[config.mk]
export PLATFORM = sky130hd
export DESIGN_NAME = lidar_beam_motion_deskew
export DESIGN_NICKNAME = d
export VERILOG_FILES = /design/src/rtl/lbmd_pkg.sv /design/src/rtl/lbmd_div.sv /design/src/rtl/lbmd_ctrl.sv /design/src/rtl/lbmd_dp.sv /design/src/rtl/lidar_beam_motion_deskew.sv
export VERILOG_INCLUDE_DIRS = /design/src /design/src/rtl
export SDC_FILE = /design/constraint.sdc
export NUM_CORES = 2
export LEC_CHECK = 0
export ABC_AREA = 1
export BUFFER_PORTS_ARGS = -buffer_cell sky130_fd_sc_hd__buf_2
export CAP_MARGIN = 20
export CORE_MARGIN = 2
export CORE_UTILIZATION = 35
export DETAILED_ROUTE_END_ITERATION = 7
export SYNTH_ARGS = -nofsm -noshare
export SYNTH_HDL_FRONTEND = slang
export SYNTH_SLANG_ARGS = --single-unit
[constraint.sdc]
create_clock -name clk -period 8.3 [get_ports clk]
set_input_delay 1.66 -clock clk [delete_from_list [all_inputs] [get_ports clk]]
set_output_delay 1.66 -clock clk [all_outputs]
set_load 0.02 [all_outputs]
[src/rtl/assert_macros.svh]
// Assertion macros shared by the de-skew RTL.
// Expects signals named clk and rst_n in the scope of each use.
`ifndef ASSERT_MACROS_SVH
`define ASSERT_MACROS_SVH

// Property checked at every clock edge outside reset.
`define LBMD_ASSERT(label, prop, msg) \
  label: assert property (@(posedge clk) disable iff (!rst_n) (prop)) \
    else $error(msg);

// Antecedent in one cycle implies consequent in the next.
`define LBMD_ASSERT_NEXT(label, ante, cons, msg) \
  label: assert property (@(posedge clk) disable iff (!rst_n) (ante) |=> (cons)) \
    else $error(msg);

`endif

[src/rtl/lbmd_pkg.sv]
// Package for the lidar beam de-skew block: payload types, codes and constants.
// Used by every module of the block; depends on nothing.
package lbmd_pkg;

  localparam int MAX_SEG_BEAMS = 1024;
  localparam int CORDIC_STEPS  = 16;

  localparam int SEGW = $clog2(MAX_SEG_BEAMS + 1);
  localparam int KW   = $clog2(MAX_SEG_BEAMS);
  localparam int NUMW = 33 + KW;
  localparam int ITW  = $clog2(CORDIC_STEPS);

  // CORDIC datapath width, split point and accumulator of the gain removal.
  localparam int W    = 40;
  localparam int UL   = 20;
  localparam int ACCW = 65;
  localparam int ATAN_IW = 5;

  localparam logic [23:0] INVK = 24'd10188014;

  localparam logic [31:0] ATAN_TAB [0:23] = '{
    32'h20000000, 32'h12E4051E, 32'h09FB385B, 32'h051111D4, 32'h028B0D43, 32'h0145D7E1,
    32'h00A2F61E, 32'h00517C55, 32'h0028BE53, 32'h00145F2F, 32'h000A2F98, 32'h000517CC,
    32'h00028BE6, 32'h000145F3, 32'h0000A2FA, 32'h0000517D, 32'h000028BE, 32'h0000145F,
    32'h00000A30, 32'h00000518, 32'h0000028C, 32'h00000146, 32'h000000A3, 32'h00000051
  };

  localparam logic [1:0] CMD_START   = 2'd0;
  localparam logic [1:0] CMD_SEGMENT = 2'd1;
  localparam logic [1:0] CMD_BEAM    = 2'd2;

  localparam logic [1:0] REG_BASE_X   = 2'd0;
  localparam logic [1:0] REG_BASE_Y   = 2'd1;
  localparam logic [1:0] REG_BASE_YAW = 2'd2;

  localparam logic [1:0] AXIS_X   = 2'd0;
  localparam logic [1:0] AXIS_Y   = 2'd1;
  localparam logic [1:0] AXIS_YAW = 2'd2;

  localparam logic [1:0] PASS_BEAM   = 2'd0;
  localparam logic [1:0] PASS_OFFSET = 2'd1;
  localparam logic [1:0] PASS_VECTOR = 2'd2;

  typedef struct packed {
    logic [1:0]          cmd;
    logic signed [23:0]  pose_x;
    logic signed [23:0]  pose_y;
    logic signed [15:0]  pose_yaw;
    logic [10:0]         seg_count;
    logic [15:0]         beam_range;
    logic signed [15:0]  beam_angle;
  } in_item_t;

  typedef struct packed {
    logic [15:0]         out_range;
    logic signed [15:0]  out_angle;
    logic                seg_last;
    logic                range_clipped;
  } out_item_t;

  typedef enum logic [3:0] {
    OP_NONE, OP_START, OP_SEGMENT, OP_CAPTURE, OP_NUM, OP_ACC,
    OP_LOAD, OP_ITER, OP_UNSC, OP_RESULT
  } dp_op_t;

  typedef enum logic [2:0] {
    ST_IDLE, ST_NUM, ST_DIV, ST_ACC, ST_LOAD, ST_ITER, ST_UNSC, ST_OUT
  } state_t;

  typedef struct packed {
    dp_op_t      op;
    logic [1:0]  axis;
    logic [1:0]  pass;
  } dp_cmd_t;

  typedef struct packed {
    logic div_done;
    logic iter_last;
    logic unsc_done;
  } dp_sts_t;

endpackage

[src/rtl/lbmd_div.sv]
// Restoring divider, one quotient bit per cycle, for the pose interpolation.
// Depends on lbmd_pkg and assert_macros.svh.
`include "assert_macros.svh"

module lbmd_div (
  input  logic                       clk,
  input  logic                       rst_n,
  input  logic                       start,
  input  logic [lbmd_pkg::NUMW-1:0]  num,
  input  logic [lbmd_pkg::KW-1:0]    den,
  output logic [lbmd_pkg::NUMW-1:0]  quot,
  output logic                       done
);

  localparam int CW = $clog2(lbmd_pkg::NUMW + 1);

  logic [lbmd_pkg::NUMW-1:0] rq_r;
  logic [lbmd_pkg::KW-1:0]   rem_r;
  logic [lbmd_pkg::KW-1:0]   den_r;
  logic [CW-1:0]             cnt_r;
  logic                      busy_r;
  logic                      done_r;
  logic [lbmd_pkg::KW:0]     trial;
  logic                      ge;

  assign trial = {rem_r, rq_r[lbmd_pkg::NUMW-1]};
  assign ge    = trial >= {1'b0, den_r};

  always_ff @(posedge clk) begin
    if (!rst_n) begin
      busy_r <= 1'b0;
      done_r <= 1'b0;
      cnt_r  <= '0;
    end else if (start) begin
      busy_r <= 1'b1;
      done_r <= 1'b0;
      cnt_r  <= CW'(lbmd_pkg::NUMW);
    end else if (busy_r) begin
      cnt_r <= cnt_r - CW'(1);
      if (cnt_r == CW'(1)) begin
        busy_r <= 1'b0;
        done_r <= 1'b1;
      end
    end else begin
      done_r <= 1'b0;
    end
  end

  always_ff @(posedge clk) begin
    if (start) begin
      rq_r  <= num;
      rem_r <= '0;
      den_r <= den;
    end else if (busy_r) begin
      rq_r  <= {rq_r[lbmd_pkg::NUMW-2:0], ge};
      rem_r <= ge ? lbmd_pkg::KW'(trial - {1'b0, den_r}) : trial[lbmd_pkg::KW-1:0];
    end
  end

  assign quot = rq_r;
  assign done = done_r;

  `LBMD_ASSERT(a_div_no_restart, busy_r |-> !start, "divider restarted while busy")

endmodule

[src/rtl/lbmd_ctrl.sv]
// Sequencer of the de-skew block: handshakes and the order of datapath steps.
// Depends on lbmd_pkg and assert_macros.svh.
`include "assert_macros.svh"

module lbmd_ctrl (
  input  logic              clk,
  input  logic              rst_n,
  input  logic              in_valid,
  input  logic [1:0]        in_cmd,
  output logic              in_ready,
  output logic              out_valid,
  input  logic              out_ready,
  output lbmd_pkg::dp_cmd_t cmd,
  input  lbmd_pkg::dp_sts_t sts
);

  lbmd_pkg::state_t state_r, state_nxt;
  logic [1:0] axis_r, axis_nxt;
  logic [1:0] pass_r, pass_nxt;
  logic       out_valid_r, out_valid_nxt;
  logic       load_out;
  logic       st_out, st_div, st_num, beam_take;

  assign load_out = (state_r == lbmd_pkg::ST_OUT) && (!out_valid_r || out_ready);

  // Short names for the state decodes that the checks below refer to.
  assign st_out    = (state_r == lbmd_pkg::ST_OUT);
  assign st_div    = (state_r == lbmd_pkg::ST_DIV);
  assign st_num    = (state_r == lbmd_pkg::ST_NUM);
  assign beam_take = (state_r == lbmd_pkg::ST_IDLE) && in_valid &&
                     (in_cmd == lbmd_pkg::CMD_BEAM);

  always_comb begin
    state_nxt = state_r;
    axis_nxt  = axis_r;
    pass_nxt  = pass_r;
    case (state_r)
      lbmd_pkg::ST_IDLE: begin
        if (in_valid && in_cmd == lbmd_pkg::CMD_BEAM) begin
          state_nxt = lbmd_pkg::ST_NUM;
          axis_nxt  = lbmd_pkg::AXIS_X;
        end
      end
      lbmd_pkg::ST_NUM: state_nxt = lbmd_pkg::ST_DIV;
      lbmd_pkg::ST_DIV: begin
        if (sts.div_done) state_nxt = lbmd_pkg::ST_ACC;
      end
      lbmd_pkg::ST_ACC: begin
        if (axis_r == lbmd_pkg::AXIS_YAW) begin
          state_nxt = lbmd_pkg::ST_LOAD;
          pass_nxt  = lbmd_pkg::PASS_BEAM;
        end else begin
          state_nxt = lbmd_pkg::ST_NUM;
          axis_nxt  = axis_r + 2'd1;
        end
      end
      lbmd_pkg::ST_LOAD: state_nxt = lbmd_pkg::ST_ITER;
      lbmd_pkg::ST_ITER: begin
        if (sts.iter_last) state_nxt = lbmd_pkg::ST_UNSC;
      end
      lbmd_pkg::ST_UNSC: begin
        if (sts.unsc_done) begin
          if (pass_r == lbmd_pkg::PASS_VECTOR) begin
            state_nxt = lbmd_pkg::ST_OUT;
          end else begin
            state_nxt = lbmd_pkg::ST_LOAD;
            pass_nxt  = pass_r + 2'd1;
          end
        end
      end
      lbmd_pkg::ST_OUT: begin
        if (load_out) state_nxt = lbmd_pkg::ST_IDLE;
      end
      default: state_nxt = lbmd_pkg::ST_IDLE;
    endcase
    out_valid_nxt = load_out || (out_valid_r && !out_ready);
  end

  always_comb begin
    in_ready = (state_r == lbmd_pkg::ST_IDLE);
    cmd.op   = lbmd_pkg::OP_NONE;
    cmd.axis = axis_r;
    cmd.pass = pass_r;
    case (state_r)
      lbmd_pkg::ST_IDLE: begin
        if (in_valid) begin
          case (in_cmd)
            lbmd_pkg::CMD_START:   cmd.op = lbmd_pkg::OP_START;
            lbmd_pkg::CMD_SEGMENT: cmd.op = lbmd_pkg::OP_SEGMENT;
            lbmd_pkg::CMD_BEAM:    cmd.op = lbmd_pkg::OP_CAPTURE;
            default:               cmd.op = lbmd_pkg::OP_NONE;
          endcase
        end
      end
      lbmd_pkg::ST_NUM:  cmd.op = lbmd_pkg::OP_NUM;
      lbmd_pkg::ST_ACC:  cmd.op = lbmd_pkg::OP_ACC;
      lbmd_pkg::ST_LOAD: cmd.op = lbmd_pkg::OP_LOAD;
      lbmd_pkg::ST_ITER: cmd.op = lbmd_pkg::OP_ITER;
      lbmd_pkg::ST_UNSC: cmd.op = lbmd_pkg::OP_UNSC;
      lbmd_pkg::ST_OUT: begin
        if (load_out) cmd.op = lbmd_pkg::OP_RESULT;
      end
      default: cmd.op = lbmd_pkg::OP_NONE;
    endcase
  end

  always_ff @(posedge clk) begin
    if (!rst_n) begin
      state_r     <= lbmd_pkg::ST_IDLE;
      axis_r      <= lbmd_pkg::AXIS_X;
      pass_r      <= lbmd_pkg::PASS_BEAM;
      out_valid_r <= 1'b0;
    end else begin
      state_r     <= state_nxt;
      axis_r      <= axis_nxt;
      pass_r      <= pass_nxt;
      out_valid_r <= out_valid_nxt;
    end
  end

  assign out_valid = out_valid_r;

  `LBMD_ASSERT(a_out_from_out_state, $rose(out_valid_r) |-> $past(st_out), "stray result beat")
  `LBMD_ASSERT(a_div_done_in_div, sts.div_done |-> st_div, "quotient done outside divide step")
  `LBMD_ASSERT_NEXT(a_beam_starts, beam_take, st_num, "beam did not start interpolation")

endmodule

[src/rtl/lbmd_dp.sv]
// Datapath of the de-skew block: poses, interpolation, shared CORDIC, gain removal.
// Depends on lbmd_pkg and lbmd_div.
module lbmd_dp (
  input  logic                clk,
  input  logic                rst_n,
  input  lbmd_pkg::dp_cmd_t   cmd,
  output lbmd_pkg::dp_sts_t   sts,
  input  lbmd_pkg::in_item_t  in_data,
  input  logic                cfg_we,
  input  logic [1:0]          cfg_idx,
  input  logic [23:0]         cfg_data,
  output lbmd_pkg::out_item_t out_data
);

  localparam int W    = lbmd_pkg::W;
  localparam int KW   = lbmd_pkg::KW;
  localparam int SEGW = lbmd_pkg::SEGW;
  localparam int NUMW = lbmd_pkg::NUMW;
  localparam int ITW  = lbmd_pkg::ITW;
  localparam int ACCW = lbmd_pkg::ACCW;
  localparam int UL   = lbmd_pkg::UL;
  localparam int PW   = 34;
  localparam int PRW  = 24 + KW;
  localparam logic signed [31:0] QTR  = 32'sh4000_0000;
  localparam logic signed [31:0] NQTR = 32'shC000_0000;

  logic signed [23:0] base_x_r, base_y_r, sx_r, sy_r, ex_r, ey_r;
  logic signed [15:0] base_yaw_r, syaw_r, eyaw_r;
  logic [SEGW-1:0]    seg_r;
  logic [KW-1:0]      k_r;
  logic [ITW-1:0]     it_r;
  logic [1:0]         un_r;

  logic [15:0]           rng_r;
  logic signed [15:0]    bang_r;
  logic                  neg_r;
  logic signed [PW-1:0]  mx_r, my_r;
  logic [31:0]           myaw_r;
  logic signed [W-1:0]   cx_r, cy_r, bx_r, by_r, ox_r, oy_r, mag_r;
  logic [31:0]           cz_r;
  logic                  vec_r, zero_r;
  logic signed [ACCW-1:0] acc_r;
  lbmd_pkg::out_item_t   out_data_r;

  // Interpolation numerator
  logic [KW-1:0]         den;
  logic signed [15:0]    dyaw;
  logic signed [24:0]    dlt;
  logic [23:0]           dmag;
  logic [PRW-1:0]        prod;
  logic [NUMW-1:0]       num;
  logic [NUMW-1:0]       quot;
  logic                  div_done;
  logic signed [32:0]    qs;

  assign den  = KW'(seg_r - SEGW'(1));
  assign dyaw = eyaw_r - syaw_r;

  always_comb begin
    case (cmd.axis)
      lbmd_pkg::AXIS_X: dlt = 25'(ex_r) - 25'(sx_r);
      lbmd_pkg::AXIS_Y: dlt = 25'(ey_r) - 25'(sy_r);
      default:          dlt = 25'(dyaw);
    endcase
  end

  assign dmag = dlt[24] ? 24'(-dlt) : dlt[23:0];
  assign prod = PRW'(dmag) * PRW'(k_r);

  always_comb begin
    if (cmd.axis == lbmd_pkg::AXIS_YAW) begin
      num = (NUMW'(prod) << 16) + NUMW'(den >> 1);
    end else begin
      num = (NUMW'(prod) << 8) + NUMW'(den >> 1);
    end
  end

  lbmd_div u_div (
    .clk   (clk),
    .rst_n (rst_n),
    .start (cmd.op == lbmd_pkg::OP_NUM),
    .num   (num),
    .den   (den),
    .quot  (quot),
    .done  (div_done)
  );

  assign qs = neg_r ? -$signed({1'b0, quot[31:0]}) : $signed({1'b0, quot[31:0]});

  // CORDIC pass set-up
  logic [31:0]         theta, zb, rz;
  logic signed [W-1:0] rx, ry, vx, vy;
  logic                fold;

  assign theta = myaw_r + {bang_r, 16'h0} - {base_yaw_r, 16'h0};
  assign zb    = 32'h0 - {base_yaw_r, 16'h0};
  assign vx    = bx_r + ox_r;
  assign vy    = by_r + oy_r;

  always_comb begin
    if (cmd.pass == lbmd_pkg::PASS_BEAM) begin
      rx = W'({rng_r, 8'h0});
      ry = '0;
      rz = theta;
    end else begin
      rx = W'(mx_r) - (W'(base_x_r) <<< 8);
      ry = W'(my_r) - (W'(base_y_r) <<< 8);
      rz = zb;
    end
  end

  assign fold = ($signed(rz) > QTR) || ($signed(rz) < NQTR);

  // CORDIC step
  logic signed [W-1:0] xs, ys;
  logic [31:0]         at;
  logic                dir;

  assign xs  = cx_r >>> it_r;
  assign ys  = cy_r >>> it_r;
  assign at  = lbmd_pkg::ATAN_TAB[lbmd_pkg::ATAN_IW'(it_r)];
  assign dir = vec_r ? cy_r[W-1] : ~cz_r[31];

  // Gain removal, two partial products per component
  logic signed [W-1:0]     uv;
  logic [UL-1:0]           vl;
  logic signed [W-UL-1:0]  vh;
  logic [UL+23:0]          lo_prod;
  logic signed [W-UL+24:0] hi_prod;
  logic signed [ACCW-1:0]  usum;
  logic signed [W-1:0]     ures;

  assign uv      = un_r[1] ? cy_r : cx_r;
  assign vl      = uv[UL-1:0];
  assign vh      = uv[W-1:UL];
  assign lo_prod = (UL+24)'(vl) * (UL+24)'(lbmd_pkg::INVK);
  assign hi_prod = (W-UL+25)'(vh) * $signed((W-UL+25)'(lbmd_pkg::INVK));
  assign usum    = acc_r + ($signed(ACCW'(hi_prod)) <<< UL);
  assign ures    = usum[W+23:24];

  // Output formatting
  logic signed [W-1:0] r_full;
  logic [31:0]         ang_full;
  logic                last;

  assign r_full   = (mag_r + W'(128)) >>> 8;
  assign ang_full = cz_r + 32'd32768;
  assign last     = (k_r == den);

  always_ff @(posedge clk) begin
    if (!rst_n) begin
      base_x_r   <= '0;
      base_y_r   <= '0;
      base_yaw_r <= '0;
      sx_r       <= '0;
      sy_r       <= '0;
      syaw_r     <= '0;
      ex_r       <= '0;
      ey_r       <= '0;
      eyaw_r     <= '0;
      seg_r      <= SEGW'(2);
      k_r        <= '0;
      it_r       <= '0;
      un_r       <= '0;
    end else begin
      if (cfg_we) begin
        case (cfg_idx)
          lbmd_pkg::REG_BASE_X:   base_x_r   <= cfg_data;
          lbmd_pkg::REG_BASE_Y:   base_y_r   <= cfg_data;
          lbmd_pkg::REG_BASE_YAW: base_yaw_r <= cfg_data[15:0];
          default: ;
        endcase
      end
      case (cmd.op)
        lbmd_pkg::OP_START: begin
          sx_r   <= base_x_r;
          sy_r   <= base_y_r;
          syaw_r <= base_yaw_r;
          ex_r   <= base_x_r;
          ey_r   <= base_y_r;
          eyaw_r <= base_yaw_r;
          k_r    <= '0;
        end
        lbmd_pkg::OP_SEGMENT: begin
          sx_r   <= ex_r;
          sy_r   <= ey_r;
          syaw_r <= eyaw_r;
          ex_r   <= in_data.pose_x;
          ey_r   <= in_data.pose_y;
          eyaw_r <= in_data.pose_yaw;
          k_r    <= '0;
          if (32'(in_data.seg_count) < 32'd2) begin
            seg_r <= SEGW'(2);
          end else if (32'(in_data.seg_count) > 32'(lbmd_pkg::MAX_SEG_BEAMS)) begin
            seg_r <= SEGW'(lbmd_pkg::MAX_SEG_BEAMS);
          end else begin
            seg_r <= SEGW'(in_data.seg_count);
          end
        end
        lbmd_pkg::OP_LOAD: begin
          it_r <= '0;
          un_r <= '0;
        end
        lbmd_pkg::OP_ITER: it_r <= it_r + ITW'(1);
        lbmd_pkg::OP_UNSC: un_r <= un_r + 2'd1;
        lbmd_pkg::OP_RESULT: begin
          if (!last) k_r <= k_r + KW'(1);
        end
        default: ;
      endcase
    end
  end

  always_ff @(posedge clk) begin
    case (cmd.op)
      lbmd_pkg::OP_CAPTURE: begin
        rng_r  <= in_data.beam_range;
        bang_r <= in_data.beam_angle;
      end
      lbmd_pkg::OP_NUM: neg_r <= dlt[24];
      lbmd_pkg::OP_ACC: begin
        case (cmd.axis)
          lbmd_pkg::AXIS_X: mx_r   <= (PW'(sx_r) <<< 8) + PW'(qs);
          lbmd_pkg::AXIS_Y: my_r   <= (PW'(sy_r) <<< 8) + PW'(qs);
          default:          myaw_r <= {syaw_r, 16'h0} + qs[31:0];
        endcase
      end
      lbmd_pkg::OP_LOAD: begin
        if (cmd.pass == lbmd_pkg::PASS_VECTOR) begin
          vec_r  <= 1'b1;
          zero_r <= (vx == '0) && (vy == '0);
          if (vx < 0) begin
            cx_r <= -vx;
            cy_r <= -vy;
            cz_r <= 32'h8000_0000;
          end else begin
            cx_r <= vx;
            cy_r <= vy;
            cz_r <= '0;
          end
        end else begin
          vec_r <= 1'b0;
          if (fold) begin
            cx_r <= -rx;
            cy_r <= -ry;
            cz_r <= {~rz[31], rz[30:0]};
          end else begin
            cx_r <= rx;
            cy_r <= ry;
            cz_r <= rz;
          end
        end
      end
      lbmd_pkg::OP_ITER: begin
        if (dir) begin
          cx_r <= cx_r - ys;
          cy_r <= cy_r + xs;
          cz_r <= cz_r - at;
        end else begin
          cx_r <= cx_r + ys;
          cy_r <= cy_r - xs;
          cz_r <= cz_r + at;
        end
      end
      lbmd_pkg::OP_UNSC: begin
        if (!un_r[0]) begin
          acc_r <= $signed(ACCW'(lo_prod)) + $signed(ACCW'(64'h80_0000));
        end else begin
          case (cmd.pass)
            lbmd_pkg::PASS_BEAM: begin
              if (un_r[1]) by_r <= ures;
              else         bx_r <= ures;
            end
            lbmd_pkg::PASS_OFFSET: begin
              if (un_r[1]) oy_r <= ures;
              else         ox_r <= ures;
            end
            default: begin
              if (!un_r[1]) mag_r <= ures;
            end
          endcase
        end
      end
      lbmd_pkg::OP_RESULT: begin
        out_data_r.seg_last  <= last;
        out_data_r.out_angle <= zero_r ? 16'sh0 : $signed(ang_full[31:16]);
        if (r_full < 0) begin
          out_data_r.out_range     <= 16'h0;
          out_data_r.range_clipped <= 1'b0;
        end else if (r_full > W'(65535)) begin
          out_data_r.out_range     <= 16'hFFFF;
          out_data_r.range_clipped <= 1'b1;
        end else begin
          out_data_r.out_range     <= r_full[15:0];
          out_data_r.range_clipped <= 1'b0;
        end
      end
      default: ;
    endcase
  end

  assign sts.div_done  = div_done;
  assign sts.iter_last = (it_r == ITW'(lbmd_pkg::CORDIC_STEPS - 1));
  assign sts.unsc_done = (un_r == 2'd3);
  assign out_data      = out_data_r;

endmodule

[src/rtl/lidar_beam_motion_deskew.sv]
// Top level of the planar lidar beam de-skew block.
// Depends on lbmd_pkg, lbmd_ctrl and lbmd_dp.
//
// Usage. Items arrive on the in_ channel (valid/ready); one beat carries one
// command. A start beat copies the base pose (cfg registers 0..2) into both
// segment poses. A segment beat shifts the old end pose to the start and
// loads a new end pose and beam count. Neither gives a result. A beam beat
// yields exactly one result beat on the out_ channel: the beam re-expressed
// in the base frame as range (saturated, with a clip flag) and bearing.
// Order of work: a beat is taken only while the block is idle, so one beam is
// processed at a time. Three serial divisions of 43 steps each (one quotient
// bit a cycle) produce the interpolated pose, then one shared CORDIC runs
// three passes of 16 iterations, each followed by the gain removal. Start and
// segment beats are handled while idle. The next beat is accepted while a
// finished result waits in the output register; a new result is only
// written once that register is free, so a stalled receiver holds the block.
// Reset (synchronous, rst_n low) zeroes the base and segment poses, sets the
// beam count to two and the beam index to zero, and empties the output.
// Configuration writes take effect at once and belong to idle periods.
module lidar_beam_motion_deskew (
  input  logic                clk,
  input  logic                rst_n,
  input  logic                in_valid,
  output logic                in_ready,
  input  lbmd_pkg::in_item_t  in_data,
  output logic                out_valid,
  input  logic                out_ready,
  output lbmd_pkg::out_item_t out_data,
  input  logic                cfg_we,
  input  logic [1:0]          cfg_idx,
  input  logic [23:0]         cfg_data
);

  // Commands from the sequencer and status back from the datapath.
  lbmd_pkg::dp_cmd_t dp_cmd;
  lbmd_pkg::dp_sts_t dp_sts;

  lbmd_ctrl u_ctrl (
    .clk       (clk),
    .rst_n     (rst_n),
    .in_valid  (in_valid),
    .in_cmd    (in_data.cmd),
    .in_ready  (in_ready),
    .out_valid (out_valid),
    .out_ready (out_ready),
    .cmd       (dp_cmd),
    .sts       (dp_sts)
  );

  lbmd_dp u_dp (
    .clk      (clk),
    .rst_n    (rst_n),
    .cmd      (dp_cmd),
    .sts      (dp_sts),
    .in_data  (in_data),
    .cfg_we   (cfg_we),
    .cfg_idx  (cfg_idx),
    .cfg_data (cfg_data),
    .out_data (out_data)
  );

endmodule

==> impl_metrics.json <==
{
  "fin_crit_ps": 8180,
  "cp_data_required_time_ps": 8820,
  "dieArea_um2": 290000,
  "powerDensity_nw_per_um2": 194,
  "netlist_instances": 14400,
  "place_inst": 19200,
  "post_drt_via_cell_ratio": 5.09,
  "grt_pass1_vias": 93900,
  "slew-limit-headroom_pct": 17.9,
  "syn_avg_cell_area_um2": 6.96,
  "fin_skew_ps": 66.5,
  "finalWeightedCongestion": 0.983,
  "drt-total-wl_mm": 377,
  "synth_area_leaders": "edfxtp_1 (17%), nand2_1 (14%), fa_1 (12%)",
  "timing.rr.end": "u_dp.u_div.quot[25]",
  "crit_path_end_kind": "flip-flop",
  "synth_area_leader_cell": "edfxtp_1",
  "layout_commonest_cell": "nand2_1",
  "cts_hold_buf": 0,
  "hold_violations": 0,
  "synth-xor-area-share_pct": 4.51,
  "cts.path.max_buffers": 3,
  "min_path_type": "reg2reg",
  "fin_cells": 19400,
  "synth_top_family_by_area": "simple AND/OR/NAND/NOR gates",
  "violations": "DRC",
  "worst_slack_ps": 118,
  "syn_nets": 16000,
  "grt_usage_pct": 25.1,
  "drv_cap": 0,
  "reg2reg_from": "u_dp.ex_r[0]",
  "place_hpwl_mm": 318,
  "tightest_slew_ps": 1230,
  "synth_cell_types": 79,
  "numPortBuffers": 175,
  "ff2ff_path_depth": 47,
  "worst_setup_path_start_kind": "flip-flop",
  "fin_util_pct": 42.2,
  "crit_type": "reg2reg",
  "synth_fa_ha_area_share_pct": 23.5,
  "route.detailed.drc": 3,
  "numCtsBuffers": 97,
  "wl_per_cell_um": 19.4,
  "startpoint": "u_dp.ex_r[0]",
  "cp_max_fo": 5,
  "synth_mux_area_share_pct": 0.604,
  "drtIter0Drc": 8419,
  "pre_cts_ws_ps": -595,
  "total_power_mw": 23.3,
  "synth-simple-area-share_pct": 26.4,
  "stdcell_area_um2": 120000,
  "setup_violations": 0,
  "routed-via-count": 99000,
  "rsz0062_at_grt": "true",
  "placementRows": 196,
  "timing.hold.ws_ps": 479,
  "start_util_pct": 35.1,
  "ios": 176,
  "setup_tns_ps": 0,
  "antenna_found_initial": 5,
  "synth-compound-area-share_pct": 12.8,
  "vdd_drop_max_v": 0.000358,
  "grt_pass1_wl_mm": 562,
  "layout_common_cells": "nand2_1 (3552), inv_1 (2374), buf_4 (1222)",
  "gr-total-overflow": 0,
  "drtAntennaViolNets": 0,
  "seq_area_frac_synth_pct": 21.4,
  "yosysWarnings": 0,
  "die_w_um": 539,
  "arrival_ps": 8700,
  "clkTransAtPathRegs_ps": 60,
  "cts_tree": "built",
  "drive_above_1_share_pct": 14.8,
  "cts_root_buf": "clkbuf_16",
  "r2r_slack_ps": 120,
  "max_freq_mhz": 122,
  "min_period_over_period_pct": 98.6,
  "clk_latency_ps": 800,
  "drv_slew": 0,
  "crit_path_top_delay_cell": "fa_1",
  "grt_max_degree": 177,
  "synth-main-ff-cell": "edfxtp_1",
  "leakage_nw": 59.2,
  "placed_area_um2": 114000,
  "die_h_um": 539,
  "syn_area_um2": 100000,
  "async_reset_ff_share_pct": 0,
  "dr.pass1.iters": 8,
  "ys_seq_elements": 795,
  "status": "finished with violations",
  "synth_edf_count": 551,
  "fin_nets": 17300,
  "max_stage_delay_ps": 580,
  "h-tree-depth": 3,
  "area_delta_synth_final_pct": 20.2,
  "post-synth-top-area-fraction_pct": 16.5,
  "cts_sinks": 795,
  "crit_path_end": "u_dp.u_div.quot[25]",
  "crit_path_frequent_cell": "inv_2",
  "core_area_um2": 285000
}
[kinds of logic after synthesis]
family,count (synthesis)
multiplexers,60
AND/OR/NAND/NOR,6346
buffers and inverters,2802
AO/OA/AOI/OAI,2333
XOR/XNOR,509
flip-flops,795
adder cells (fa/ha/maj),1521
[cell usage after synthesis (all sizes together) (42+ instances only)]
master	number
inv	2474
nor2	1298
xor2	341
nand3	833
mux2i	60
o21bai	45
o21ai	939
nand3b	65
buf	112
or2	69
a21oi	904
nand4	199
nor3	159
dfxtp	244
ha	923
a21o	42
xnor2	168
a31oi	197
fa	598
edfxtp	551
nand2	3667
clkbuf	212
[final cells by class]
cell class	count	area, um^2
clock buffer	138	2850
antenna	3	7.51
sequential	795	21400
timing repair buffer	1460	10900
inverter	2478	9330
fill	29700	164000
multi-input combinational	10800	70400
clock inverter	44	553
tap	3762	4710
[registers in the layout, indices dropped and copies added (netlist names), 24 cells and up]
register         count
u_dp.ey_r           24
u_dp.cz_r           32
u_dp.bx_r           40
u_dp.sy_r           24
u_dp.acc_r          24
u_dp.mag_r          33
u_dp.cy_r           40
u_dp.mx_r           34
u_dp.sx_r           24
u_dp.by_r           40
u_dp.base_x_r       24
u_dp.base_y_r       24
u_dp.ox_r           40
u_dp.my_r           34
u_dp.out_data       34
u_dp.myaw_r         32
u_dp.cx_r           40
u_dp.ex_r           24
u_dp.oy_r           40
u_dp.u_div.quot     43
[critical path: cells and delay by family (launching register included)]
kind            cells  cell delay [ps]
compound gates      8             1080
xor+xnor            3              450
fa+ha+maj           8             3310
buf+inv            16             1550
flops               1              330
simple gates       12             1190
[how the worst min path moves through the flow]
stage / start / slack (ps) / cells after the start / endpoint
3_3_place_gp: u_dp.seg_r[1] / 460 / 2 / u_dp.seg_r[1]
4_1_cts: u_dp.seg_r[9] / 480 / 2 / u_dp.seg_r[9]
3_5_place_dp: u_dp.seg_r[9] / 470 / 2 / u_dp.seg_r[9]
5_1_grt: u_dp.base_y_r[9] / 510 / 2 / u_dp.base_y_r[9]
6_report: u_dp.seg_r[1] / 480 / 2 / u_dp.seg_r[1]
2_1_floorplan: u_dp.u_div.done / 440 / 2 / u_dp.u_div.done
[power breakdown]
part,switching (mW),internal [mW]
combinational,7.95,5.74
clock,1.95,2.63
sequential,0.264,4.78
total,10.2,13.2
[routing by layer]
layer	track usage [%]	wire [um]
met5	0	15
met4	11.7	21200
met3	2.41	20700
met2	42.2	176000
met1	32.4	160000
[repair_timing]
action / in CTS / in global routing
setup buffers: 22 / 61
cloned: 1 / 0
endpoints found under the setup margin: 90 / 173
gates resized for setup: 184 / 573
pin swaps: 66 / 286
endpoints found under the hold margin: 0 / 0
No activity file was read; power rests on OpenSTA's default activity.
